$ cat src/rtl/tkcs_pkg.sv
`timescale 1ns / 1ps
// Shared types and constants for the top-K class selection block.
package tkcs_pkg;

  localparam int TOPK_DEFAULT        = 16;
  localparam int MAX_CLASSES_DEFAULT = 4096;

  localparam int SCORE_W        = 16;
  localparam int CLASS_OUT_W    = 18;
  localparam int TOP_COUNT_W    = 7;
  localparam int CLASS_OFFSET_W = 12;
  localparam int CFG_INDEX_W    = 2;
  localparam int CFG_DATA_W     = 12;

  localparam logic [CFG_INDEX_W-1:0] REG_TOP_COUNT    = 2'd0;
  localparam logic [CFG_INDEX_W-1:0] REG_CLASS_OFFSET = 2'd1;

  typedef struct packed {
    logic signed [SCORE_W-1:0] confidence;
    logic                      last_item;
  } item_word_t;

  typedef struct packed {
    logic signed [CLASS_OUT_W-1:0] class_index;
    logic signed [SCORE_W-1:0]     score;
    logic                          last_result;
  } result_word_t;

  // Broadcast to every cell of the chain; at most one is set per cycle.
  typedef struct packed {
    logic insert;
    logic shift;
    logic clear;
  } chain_cmd_t;

endpackage

$ cat src/rtl/tkcs_cell.sv
`timescale 1ns / 1ps
// One compare-and-shift cell of the ranking chain.
module tkcs_cell #(
  parameter int CLS_W = 12
) (
  input  logic                                clk,
  input  logic                                rst,
  input  tkcs_pkg::chain_cmd_t                cmd,
  input  logic signed [tkcs_pkg::SCORE_W-1:0] new_score,
  input  logic [CLS_W-1:0]                    new_class,
  input  logic                                up_take,
  input  logic signed [tkcs_pkg::SCORE_W-1:0] up_score,
  input  logic [CLS_W-1:0]                    up_class,
  input  logic                                up_valid,
  input  logic signed [tkcs_pkg::SCORE_W-1:0] down_score,
  input  logic [CLS_W-1:0]                    down_class,
  input  logic                                down_valid,
  output logic                                take,
  output logic signed [tkcs_pkg::SCORE_W-1:0] score,
  output logic [CLS_W-1:0]                    class_id,
  output logic                                valid
);

  // Strictly greater: ties keep the earlier (lower) class ahead.
  assign take = !valid || (new_score > score);

  always_ff @(posedge clk) begin
    if (rst) begin
      valid <= 1'b0;
    end else if (cmd.clear) begin
      valid <= 1'b0;
    end else if (cmd.insert && take) begin
      valid <= up_take ? up_valid : 1'b1;
    end else if (cmd.shift) begin
      valid <= down_valid;
    end
  end

  always_ff @(posedge clk) begin
    if (cmd.insert && take) begin
      if (up_take) begin
        score    <= up_score;
        class_id <= up_class;
      end else begin
        score    <= new_score;
        class_id <= new_class;
      end
    end else if (cmd.shift) begin
      score    <= down_score;
      class_id <= down_class;
    end
  end

endmodule

$ cat src/rtl/top_k_class_select_top.sv
`timescale 1ns / 1ps
// Top level: streaming top-K class selection over a compare-and-shift chain.
//
// Scores arrive on the item channel, one per word, class numbers counted
// from 0 in arrival order. Each accepted score is ranked into a chain of TOPK
// cells in the cycle it is accepted, so outside a drain the block takes one
// score per cycle. Equal scores keep the lower class first. Scores past
// MAX_CLASSES are ignored. On the word marked last_item the chain drains
// from its head: the draining flag is set first and the first result is
// loaded into the output register after it, then one result per cycle while
// result_ready is high, min(kept, top_count) results in all, the final one
// marked last_result. A top_count of 0 or above TOPK means TOPK. While the
// chain drains item_ready is low; a stalled result sits in the output register
// and the drain simply waits. After the final result the chain is empty again.
// cfg_index 0 writes top_count, 1 writes class_offset; cfg_ready is always high.
// Reset empties the chain and class count and sets top_count 1, class_offset 0.
module top_k_class_select_top #(
  parameter int TOPK        = tkcs_pkg::TOPK_DEFAULT,
  parameter int MAX_CLASSES = tkcs_pkg::MAX_CLASSES_DEFAULT
) (
  input  logic                                 clk,
  input  logic                                 rst,
  input  logic                                 item_valid,
  output logic                                 item_ready,
  input  tkcs_pkg::item_word_t                 item,
  output logic                                 result_valid,
  input  logic                                 result_ready,
  output tkcs_pkg::result_word_t               result,
  input  logic                                 cfg_valid,
  output logic                                 cfg_ready,
  input  logic [tkcs_pkg::CFG_INDEX_W-1:0]     cfg_index,
  input  logic [tkcs_pkg::CFG_DATA_W-1:0]      cfg_data
);

  localparam int CLS_W = (MAX_CLASSES > 1) ? $clog2(MAX_CLASSES) : 1;
  localparam int CTR_W = $clog2(MAX_CLASSES + 1);
  localparam int CNT_W = $clog2(TOPK + 1);

  logic [tkcs_pkg::TOP_COUNT_W-1:0]           top_count;
  logic signed [tkcs_pkg::CLASS_OFFSET_W-1:0] class_offset;
  logic [CTR_W-1:0]                           class_counter;
  logic                                       draining;
  logic [CNT_W-1:0]                           emit_cnt;
  logic [CNT_W-1:0]                           want;

  tkcs_pkg::chain_cmd_t chain_cmd;

  // Index i+1 is cell i; 0 and TOPK+1 are the empty ends of the chain.
  logic signed [tkcs_pkg::SCORE_W-1:0] c_score [TOPK+2];
  logic [CLS_W-1:0]                    c_class [TOPK+2];
  logic                                c_valid [TOPK+2];
  logic                                c_take  [TOPK];
  logic [TOPK-1:0]                     valid_vec;

  logic item_acc, do_insert, load, final_one;

  assign cfg_ready  = 1'b1;
  assign item_ready = !draining;
  assign item_acc   = item_valid && item_ready;
  assign do_insert  = item_acc && (class_counter < CTR_W'(MAX_CLASSES));

  always_comb begin
    if (top_count == '0 || top_count > tkcs_pkg::TOP_COUNT_W'(TOPK)) begin
      want = CNT_W'(TOPK);
    end else begin
      want = top_count[CNT_W-1:0];
    end
  end

  assign load      = draining && (!result_valid || result_ready);
  assign final_one = ((CNT_W+1)'(emit_cnt) + 1'b1 == (CNT_W+1)'(want)) || !c_valid[2];

  always_comb begin
    chain_cmd.insert = do_insert;
    chain_cmd.shift  = load && !final_one;
    chain_cmd.clear  = load && final_one;
  end

  assign c_score[0]      = '0;
  assign c_class[0]      = '0;
  assign c_valid[0]      = 1'b0;
  assign c_score[TOPK+1] = '0;
  assign c_class[TOPK+1] = '0;
  assign c_valid[TOPK+1] = 1'b0;

  for (genvar i = 0; i < TOPK; i++) begin : g_cell
    localparam int UP = (i == 0) ? 0 : i - 1;
    tkcs_cell #(.CLS_W(CLS_W)) u_cell (
      .clk        (clk),
      .rst        (rst),
      .cmd        (chain_cmd),
      .new_score  (item.confidence),
      .new_class  (class_counter[CLS_W-1:0]),
      .up_take    ((i == 0) ? 1'b0 : c_take[UP]),
      .up_score   (c_score[i]),
      .up_class   (c_class[i]),
      .up_valid   (c_valid[i]),
      .down_score (c_score[i+2]),
      .down_class (c_class[i+2]),
      .down_valid (c_valid[i+2]),
      .take       (c_take[i]),
      .score      (c_score[i+1]),
      .class_id   (c_class[i+1]),
      .valid      (c_valid[i+1])
    );
    assign valid_vec[i] = c_valid[i+1];
  end

  // Configuration registers
  always_ff @(posedge clk) begin
    if (rst) begin
      top_count    <= tkcs_pkg::TOP_COUNT_W'(1);
      class_offset <= '0;
    end else if (cfg_valid && cfg_ready) begin
      case (cfg_index)
        tkcs_pkg::REG_TOP_COUNT:
          top_count <= cfg_data[tkcs_pkg::TOP_COUNT_W-1:0];
        tkcs_pkg::REG_CLASS_OFFSET:
          class_offset <= cfg_data[tkcs_pkg::CLASS_OFFSET_W-1:0];
        default: ;
      endcase
    end
  end

  always_ff @(posedge clk) begin
    if (rst) begin
      class_counter <= '0;
      draining      <= 1'b0;
      emit_cnt      <= '0;
    end else begin
      if (item_acc) begin
        if (item.last_item) begin
          class_counter <= '0;
          draining      <= 1'b1;
        end else if (do_insert) begin
          class_counter <= class_counter + 1'b1;
        end
      end
      if (load) begin
        if (final_one) begin
          draining <= 1'b0;
          emit_cnt <= '0;
        end else begin
          emit_cnt <= emit_cnt + 1'b1;
        end
      end
    end
  end

  // Output register
  always_ff @(posedge clk) begin
    if (rst) begin
      result_valid <= 1'b0;
    end else if (load) begin
      result_valid <= 1'b1;
    end else if (result_ready) begin
      result_valid <= 1'b0;
    end
  end

  always_ff @(posedge clk) begin
    if (load) begin
      result.class_index <= tkcs_pkg::CLASS_OUT_W'(c_class[1])
                          + tkcs_pkg::CLASS_OUT_W'(class_offset);
      result.score       <= c_score[1];
      result.last_result <= final_one;
    end
  end

  // Kept entries always form a prefix of the chain.
  a_valid_prefix: assert property (@(posedge clk) disable iff (rst)
    (valid_vec & (valid_vec + 1'b1)) == '0)
    else $error("chain valid bits not a prefix");

  a_head_valid: assert property (@(posedge clk) disable iff (rst)
    draining |-> c_valid[1])
    else $error("drain with empty chain head");

  a_cnt_bound: assert property (@(posedge clk) disable iff (rst)
    draining |-> (emit_cnt < want))
    else $error("emit count past requested results");

  a_cmd_excl: assert property (@(posedge clk) disable iff (rst)
    $countones({chain_cmd.insert, chain_cmd.shift, chain_cmd.clear}) <= 1)
    else $error("conflicting chain commands");

  a_end_run: assert property (@(posedge clk) disable iff (rst)
    (load && final_one) |=> (!draining && valid_vec == '0 && class_counter == '0))
    else $error("chain not cleared after final result");

endmodule
$ cat config.mk
export PLATFORM = sky130hd
export DESIGN_NAME = top_k_class_select_top
export DESIGN_NICKNAME = d
export VERILOG_FILES = /design/src/rtl/tkcs_pkg.sv /design/src/rtl/tkcs_cell.sv /design/src/rtl/top_k_class_select_top.sv
export SDC_FILE = /design/constraint.sdc
export NUM_CORES = 1
export LEC_CHECK = 0
export ABC_AREA = 1
export BUFFER_PORTS_ARGS = -buffer_cell sky130_fd_sc_hd__buf_2
export CORE_UTILIZATION = 57
export CTS_CLUSTER_DIAMETER = 100
export DETAILED_ROUTE_END_ITERATION = 16
export GPL_TIMING_DRIVEN = 0
export PLACE_DENSITY = 0.71
export REMOVE_ABC_BUFFERS = 1
export SETUP_SLACK_MARGIN = 0.5
export SYNTH_ARGS = -nofsm -noshare
export SYNTH_HDL_FRONTEND = slang
export SYNTH_HIERARCHICAL = 1
export SYNTH_SLANG_ARGS = --single-unit
$ cat constraint.sdc
create_clock -name clk -period 6.45 [get_ports clk]
set_clock_uncertainty 0.05 [all_clocks]
set_input_delay 1.29 -clock clk [delete_from_list [all_inputs] [get_ports clk]]
set_output_delay 1.29 -clock clk [all_outputs]
set_load 0.005 [all_outputs]
==> results of run 1 <==
==> through the flow <==
| stage | worst slack [ns] | util (%) | hold WS (ns) | instance area (sq um) |
|---|---|---|---|---|
| 2_1_floorplan | 1.26 | - | 0.391 | 37200 |
| 3_3_place_gp | -0.468 | 58.3 | 0.412 | 38700 |
| 3_5_place_dp | 0.572 | 58.4 | 0.429 | 38700 |
| 4_1_cts | 1.27 | 61.2 | 0.439 | 40600 |
| 5_1_grt | 0.842 | 61.3 | 0.451 | 40600 |
| 6_report | 1.13 | 61.3 | 0.434 | 40600 |
==> worst min-delay path by stage <==
stage | endpoint | slack, ns | cells past startpoint
floorplan | class_counter[12]$_SDFFE_PP0P_ | 0.39 | 2
global route | result[10]$_DFFE_PP_ | 0.45 | 0
CTS | result_valid$_SDFFE_PP0P_ | 0.44 | 2
finish | result_valid$_SDFFE_PP0P_ | 0.43 | 2
detailed placement | result[10]$_DFFE_PP_ | 0.43 | 0
global placement | class_counter[12]$_SDFFE_PP0P_ | 0.41 | 2
==> worst max-delay path: stages <==
cell     delay, ns
buf_2         0.84
ha_1          0.41
nand2_1       0.07
nand2_1       0.05
nand3_1       0.06
nand2_1       0.06
a21oi_1       0.19
nand3_1       0.10
nand2_1       0.08
nand2_1       0.06
nand2_2       0.61
nand2_4       0.45
nand2_1       1.09
==> cells in the final DEF, fill, tap and decap left out, types with 16 or more instances in the layout <==
master        n
o21ai_0      25
nand3_2      18
nand4_1      27
inv_8        16
a21oi_1      98
nand2_2      24
nor2_1      147
inv_2        18
dfxtp_1      54
o211ai_2    320
conb_1       60
nand2_1    1330
nand2_4      17
inv_1       423
o211ai_1    128
nand3_1      97
edfxtp_1    479
buf_2        72
ha_1        271
or2_2       448
clkbuf_16    61
==> state kept, by name, indices dropped and copies added (netlist names), 5 cells and up <==
register	flops
g_cell.u_cell/valid	16
class_offset	12
class_counter	13
emit_cnt	5
g_cell.u_cell/class_id	192
top_count	7
result	31
g_cell.u_cell/score	256
==> cells by family after synthesis <==
family                   after synthesis  share of synthesized area (%)
adder cells (fa/ha/maj)              272                           8.86
other                                  2                         0.0195
buffers and inverters                646                           8.58
AND/OR/NAND/NOR                     2160                           26.4
flip-flops                           534                           40.2
AO/OA/AOI/OAI                        626                           15.6
XOR/XNOR                              15                          0.341
==> cell type report <==
class	count	area (sq um)	area share (%)
Clock buffer	76	1600	3.94
Clock inverter	31	282	0.693
Inverter	460	1850	4.55
Multi-Input combinational cell	3133	19900	49.0
Sequential cell	534	15500	38.1
Tap cell	864	1080	2.66
Timing Repair Buffer	74	415	1.02
==> power breakdown <==
| group | total (W) | leakage, nW | internal [W] | switching (W) |
|---|---|---|---|---|
| combinational | 0.00359 | 13.4 | 0.00139 | 0.00220 |
| clock | 0.00340 | 0.930 | 0.00194 | 0.00146 |
| sequential | 0.00511 | 5.12 | 0.00464 | 0.000479 |
| total | 0.0121 | 19.4 | 0.00796 | 0.00414 |
==> per-layer routing <==
layer / vias up / share of wire, % / track usage, %
met2: 849 / 47 / 49.0
li1: 14300 / - / -
met5: - / 0 / 0
met4: 0 / 3.8 / 11.6
met3: 232 / 5.5 / 3.54
met1: 14100 / 43 / 38.9
==> summary.txt, run 1 <==
Run status
  • Outcome: completed

Final layout
  • Final Non-Filler Cells: 5,172
  • Ant diodes: 0
  • Area grow syn2layout: 5.61%
  • Final nets: 4,570
  • Filler Cells Inserted: 5,757
  • Layout cells sized above 1: 25.1%

Floorplanning
  • Die height: 262 microns
  • Area of the core: 66,300 sq um
  • # IOs: 74
  • Die W: 262 microns
  • Row count: 94
  • Starting Density: 58.0%
  • Die area: 68,600 sq um

Clocking
  • CTS Sinks: 534
  • CTS tree: built
  • CTS Root Cell: clkbuf_16
  • Clk slew on worst S/H paths: 0.06 ns
  • Hold_buf cts: 0
  • H-tree levels: 2
  • Clock Latency Late Sink: 0.64 ns
  • CTS buffer count: 59
  • PostCTS Resize Cnt: 0
  • CTS Buffer Depth: 3
  • Post-CTS Setup Bufs: 0

Critical path
  • Critical R2R Launch: g_cell[12].u_cell/score[15]$_DFFE_PP_
  • CP Capture Point: g_cell[12].u_cell/class_id[7]$_DFFE_PP_
  • CP arrival: 5.52 ns
  • Reg2Reg Setup Slack: 2.40 ns
  • Crit path from: item[10]
  • Crit-path max FO: 32
  • Startpoint Class: input pin
  • R2R cell count: 12
  • CP Capture Type: flip-flop
  • RR Endpoint: g_cell[12].u_cell/class_id[7]$_DFFE_PP_
  • WS Path Type: in2reg
  • Required time worst endpoint: 6.65 ns

Synth
  • Sequential share of the synthesized area: 40.2%
  • Most frequent cell after synthesis: nand2_1
  • Synth top area share: 37.4%
  • Ranking of synthesized cells by area: edfxtp_1 37%, nand2_1 13%, o211ai_2 10%
  • Prevailing post-synth register cell: edfxtp_1
  • Synthesis warning total: 6
  • Synth area leader: edfxtp_1
  • Commonest cells in the netlist: 1,331 x nand2_1, 479 x edfxtp_1, 448 x or2_2
  • Async S/R FF share, synth: 0%
  • Netlist cell types: 48
  • Seq cells post-synth: 534
  • EDFF count, synth: 479
  • Cells after Synth: 4,255
  • Post-Synthesis Cell Area: 38,500 sq um
  • Post-synthesis average cell area: 9.05 sq um

Drt
  • Vias per cell: 5.70
  • DRC: 0
  • Post-DR wirelength/cell: 19.5 microns
  • ANT nets after route: 0
  • Drt first pass iters: 6
  • 1st-iter DRT viols: 2,364
  • Vias: 29,500
  • DRT Wirelength: 101 mm

Global route
  • Vias in the first global route: 28,400
  • Grt ovf: 0
  • Antenna violations before repair: 0
  • Overall routing resource usage: 29.4%
  • First-pass GRT wire length: 158 mm
  • Largest net degree at the start of global routing: 37

Timing
  • Slew margin rel.: 4.86%
  • Post-route minimum period: 5.32 ns
  • Final setup fails: 0
  • Crit share post-route: 82.4%
  • RSZ-0062 raised after global routing: false
  • Final count of hold timing violations: 0
  • Post-route setup TNS: 0 ns
  • Final slew viol count: 0
  • Slew @ Worst Pin: 1.43 ns
  • Max Clock Freq: 188 MHz

Placed design
  • HPWL Detailed: 68.5 mm
  • GP Congestion: 0.855
  • Post-Place Cells: 5,064
  • Port bufs: 72

Power and ir drop
  • Power Total: 0.0121 W
  • Pleak: 19.4 nW
  • VDD IR max: 0.224 mV
  • Pwr dens: 298 nW/um^2

Flow run
  • Max-Cap Viols: 0

Hold path
  • Hold path startpoint: result_valid$_SDFFE_PP0P_
  • HP Class: reg2reg
(Power assumes the default switching activity.)
==> run 2, diff against run 1 <==
- ABC_AREA: 1 -> 0
- clock period: 6.45 -> 5.2 ns (I/O delays scaled with it)
==> run 2 against run 1 <==
Against the previous run: the flow now finishes with violations (max-capacitance violations, max-slew violations); die area up 9.0%; synthesized cell count rose by 0.16%; highest routed layer unchanged; register-to-register slack worse by 1.6 ns; critical path type unchanged.
==> summary.txt, run 2 <==
Run status
  • Outcome: finished with violations
  • Failing checks: max-capacitance violations, max-slew violations

Placed design
  • HPWL Detailed: 70.1 mm (+2.4%)
  • GP Congestion: 0.825 (-3.5%)
  • Placed cell area: 43,100 sq um (+11%)
  • DP Worst Slack: -0.866 ns (-1.44 ns)
  • Post-Place Cells: 5,140 (+1.5%)
  • Port bufs: 72 (unchanged)

Floorplanning
  • Die height: 273 microns (+4.4%)
  • Row count: 99 (+5.3%)
  • # IOs: 74 (unchanged)
  • Die area: 74,800 sq um (+9.0%)
  • Die W: 273 microns (+4.4%)
  • Area of the core: 73,000 sq um (+10%)
  • Starting Density: 57.6% (-0.47 points)

Synth
  • Cells after Synth: 4,262 (+0.16%)
  • Commonest cells in the netlist: 839 x nor2_1, 504 x mux2_2, 495 x a21oi_1
  • EDFF count, synth: 479 (unchanged)
  • Async S/R FF share, synth: 0% (unchanged)
  • Netlist cell types: 77 (+60%)
  • Seq cells post-synth: 534 (unchanged)
  • Post-synthesis average cell area: 9.85 sq um (+8.9%)
  • Synth area leader: edfxtp_1
  • Post-Synthesis Cell Area: 42,000 sq um (+9.1%)
  • Synth top area share: 34.3% (-3.1 points)
  • Synthesis warning total: 6 (unchanged)
  • Sequential share of the synthesized area: 36.9% (-3.4 points)
  • Most frequent cell after synthesis: nor2_1
  • Prevailing post-synth register cell: edfxtp_1
  • Ranking of synthesized cells by area: edfxtp_1 34%, mux2_2 14%, o221a_1 9.8%

Clocking
  • CTS Sinks: 534 (unchanged)
  • CTS Root Cell: clkbuf_16
  • H-tree levels: 3 (+1)
  • Clk slew on worst S/H paths: 0.06 ns (about the same)
  • CTS Buffer Depth: 3 (unchanged)
  • CTS buffer count: 66 (+12%)
  • CTS tree: built
  • Hold_buf cts: 0 (unchanged)
  • Clock Latency Late Sink: 0.62 ns (-0.02 ns)

Global route
  • Grt ovf: 0 (unchanged)
  • First-pass GRT wire length: 157 mm (-0.64%)
  • Largest net degree at the start of global routing: 52 (+41%)
  • Antenna violations before repair: 2 (+2)
  • Vias in the first global route: 30,800 (+8.3%)
  • Overall routing resource usage: 25.2% (-4.2 points)

Final layout
  • Util after Layout: 62.1% (+0.82 points)
  • Most frequent cells in the layout: 837 x nor2_1, 504 x mux2_2, 495 x a21oi_1
  • Biggest register: g_cell.u_cell/score
  • Filler Cells Inserted: 5,990 (+4.0%)
  • Layout cells sized above 1: 19.3% (-5.8 points)
  • Area grow syn2layout: 7.90%
  • Top flop regs: g_cell.u_cell/score x256, g_cell.u_cell/class_id x192, result x31
  • Final Non-Filler Cells: 5,263 (+1.8%)
  • Design area: 45,300 sq um (+11%)
  • Final nets: 4,559 (-0.24%)
  • Commonest non-fill, non-tap cell in the layout: nor2_1
  • Number of flip-flops in the largest register: 256 (unchanged)

Power and ir drop
  • Reg power frac: 37.6% (-4.7 points)
  • VDD IR max: 0.326 mV (+45%)
  • P_int: 0.0150 W (+88%)
  • Sw Ratio: 37.7% (+3.5 points)
  • Comb pwr share: 44.1% (+14 points)
  • Pwr dens: 530 nW/um^2 (+78%)
  • Pleak: 17.8 nW (-8.1%)
  • P_sw: 0.00905 W (+120%)
  • Clock power share: 18.3% (-9.8 points)

Drt
  • Post-DR wirelength/cell: 18.2 microns (-6.6%)
  • Vias: 31,800 (+7.8%)
  • Vias per cell: 6.04 (+6.0%)
  • 1st-iter DRT viols: 2,239 (-5.3%)
  • DRC: 0 (unchanged)
  • ANT nets after route: 0 (unchanged)
  • Drt first pass iters: 6 (unchanged)
  • DRT Wirelength: 95.8 mm (-5.0%)

Timing
  • Final WS setup: 0.717 ns (-0.416 ns)
  • Slew margin rel.: -1.41% (-6.3 points)
  • Post-route minimum period: 4.48 ns
  • Final count of hold timing violations: 0 (unchanged)
  • Max Clock Freq: 223 MHz
  • Final slew viol count: 18 (+18)
  • Final setup fails: 0 (unchanged)
  • Crit share post-route: 86.2%
  • Worst hold slack: 0.419 ns (-0.0149 ns)
  • Slew @ Worst Pin: 1.52 ns (+0.0960 ns)
  • RSZ-0062 raised after global routing: false

Critical path
  • Startpoint Class: input pin
  • CP Capture Type: flip-flop
  • Slowest cell on crit path: o21ai_4
  • Most frequent CP cell: a21oi_1
  • Crit-path max FO: 32 (unchanged)
  • Required time worst endpoint: 5.49 ns (-1.16 ns)
  • CP arrival: 4.78 ns (-0.74 ns)
  • CP peak stage delay: 0.76 ns (-0.33 ns)
  • WS Path Type: in2reg
  • Crit-path cells: buf_2 > ha_1 > a21oi_1 > a2111oi_0 > or4_4 > mux2i_1 > o21ai_4 > mux2_2 > nor2_1 > a21oi_1 > o221a_1

Flow run
  • Max-Cap Viols: 1 (+1)

Hold path
  • HP Class: reg2reg
## run 2: power groups by stage
| stage | Sequential (W) | Combinational [W] | Clock [W] |
|---|---|---|---|
| floorplan | 0.00842 | 0.00914 | 0 |
| global placement | 0.00898 | 0.0110 | 0 |
| detailed placement | 0.00909 | 0.0104 | 0 |
| CTS | 0.00900 | 0.0106 | 0.00449 |
| global route | 0.00929 | 0.0118 | 0.00465 |
| finish | 0.00902 | 0.0106 | 0.00440 |
## run 2: logic make-up (layout without fill, tap and decap cells)
family,count (synthesis),count (layout),share of synthesized area [%]
AND/OR/NAND/NOR,1163,1163,11.9
AO/OA/AOI/OAI,1111,1111,20.4
buffers and inverters,587,536,6.76
multiplexers,568,570,15.4
flip-flops,534,534,36.9
adder cells (fa/ha/maj),272,272,8.12
XOR/XNOR,25,25,0.521
other,2,93,0.0179
## run 2: per-layer routing
metal | routed length [microns] | GRT usage, % | up-vias
met4 | 2540 | 8.42 | 0
met2 | 47100 | 44.3 | 692
met5 | 0 | 0 | -
li1 | - | - | 15900
met3 | 3540 | 2.69 | 166
met1 | 42600 | 32.1 | 15000
## run 2: timing repair
item	CTS	global route
resized for setup	26	4
gates cloned	2	0
hold endpoints to repair	0	0
setup buffers	0	0
setup endpoints to repair	448	96
## run 2: critical path: cells and delay by family
family                     cells  cell delay (ns)
buffers and inverters          1             0.57
AOI/OAI and AO/OA              5             1.40
muxes                          2             0.61
adders and majority gates      1             0.39
and+or+nand+nor                2             0.72
## run 2: final timing paths
check                           slack (ns)                                 start  cells past startpoint                                       to
worst max register to register        0.83                   draining$_SDFF_PP0_                     10     g_cell[8].u_cell/score[10]$_DFFE_PP_
worst max-delay path                  0.72                               item[4]                     11  g_cell[10].u_cell/class_id[6]$_DFFE_PP_
worst min-delay path                  0.42  g_cell[0].u_cell/score[11]$_DFFE_PP_                      0                     result[12]$_DFFE_PP_
worst min register to register        0.42  g_cell[0].u_cell/score[11]$_DFFE_PP_                      0                     result[12]$_DFFE_PP_
## run 2: metrics by stage
stage / TNS [ns] / power (W)
after CTS: 0 / 0.0240
after global routing: 0 / 0.0257
after floorplan: - / 0.0176
after detailed placement: -276.09 / 0.0195
after global placement: - / 0.0200
final: 0 / 0.0240
## run 2: cell type report
class | instances | area, sq um | share of cell area [%]
clock buffers | 99 | 1880 | 4.15
inverters | 310 | 1160 | 2.57
clock inverters | 21 | 133 | 0.293
flip-flops and latches | 534 | 15500 | 34.2
well taps | 959 | 1200 | 2.65
multi-input cells | 3233 | 24400 | 53.8
repair buffers | 106 | 1080 | 2.38
diodes | 1 | 2.50 | 0.00552
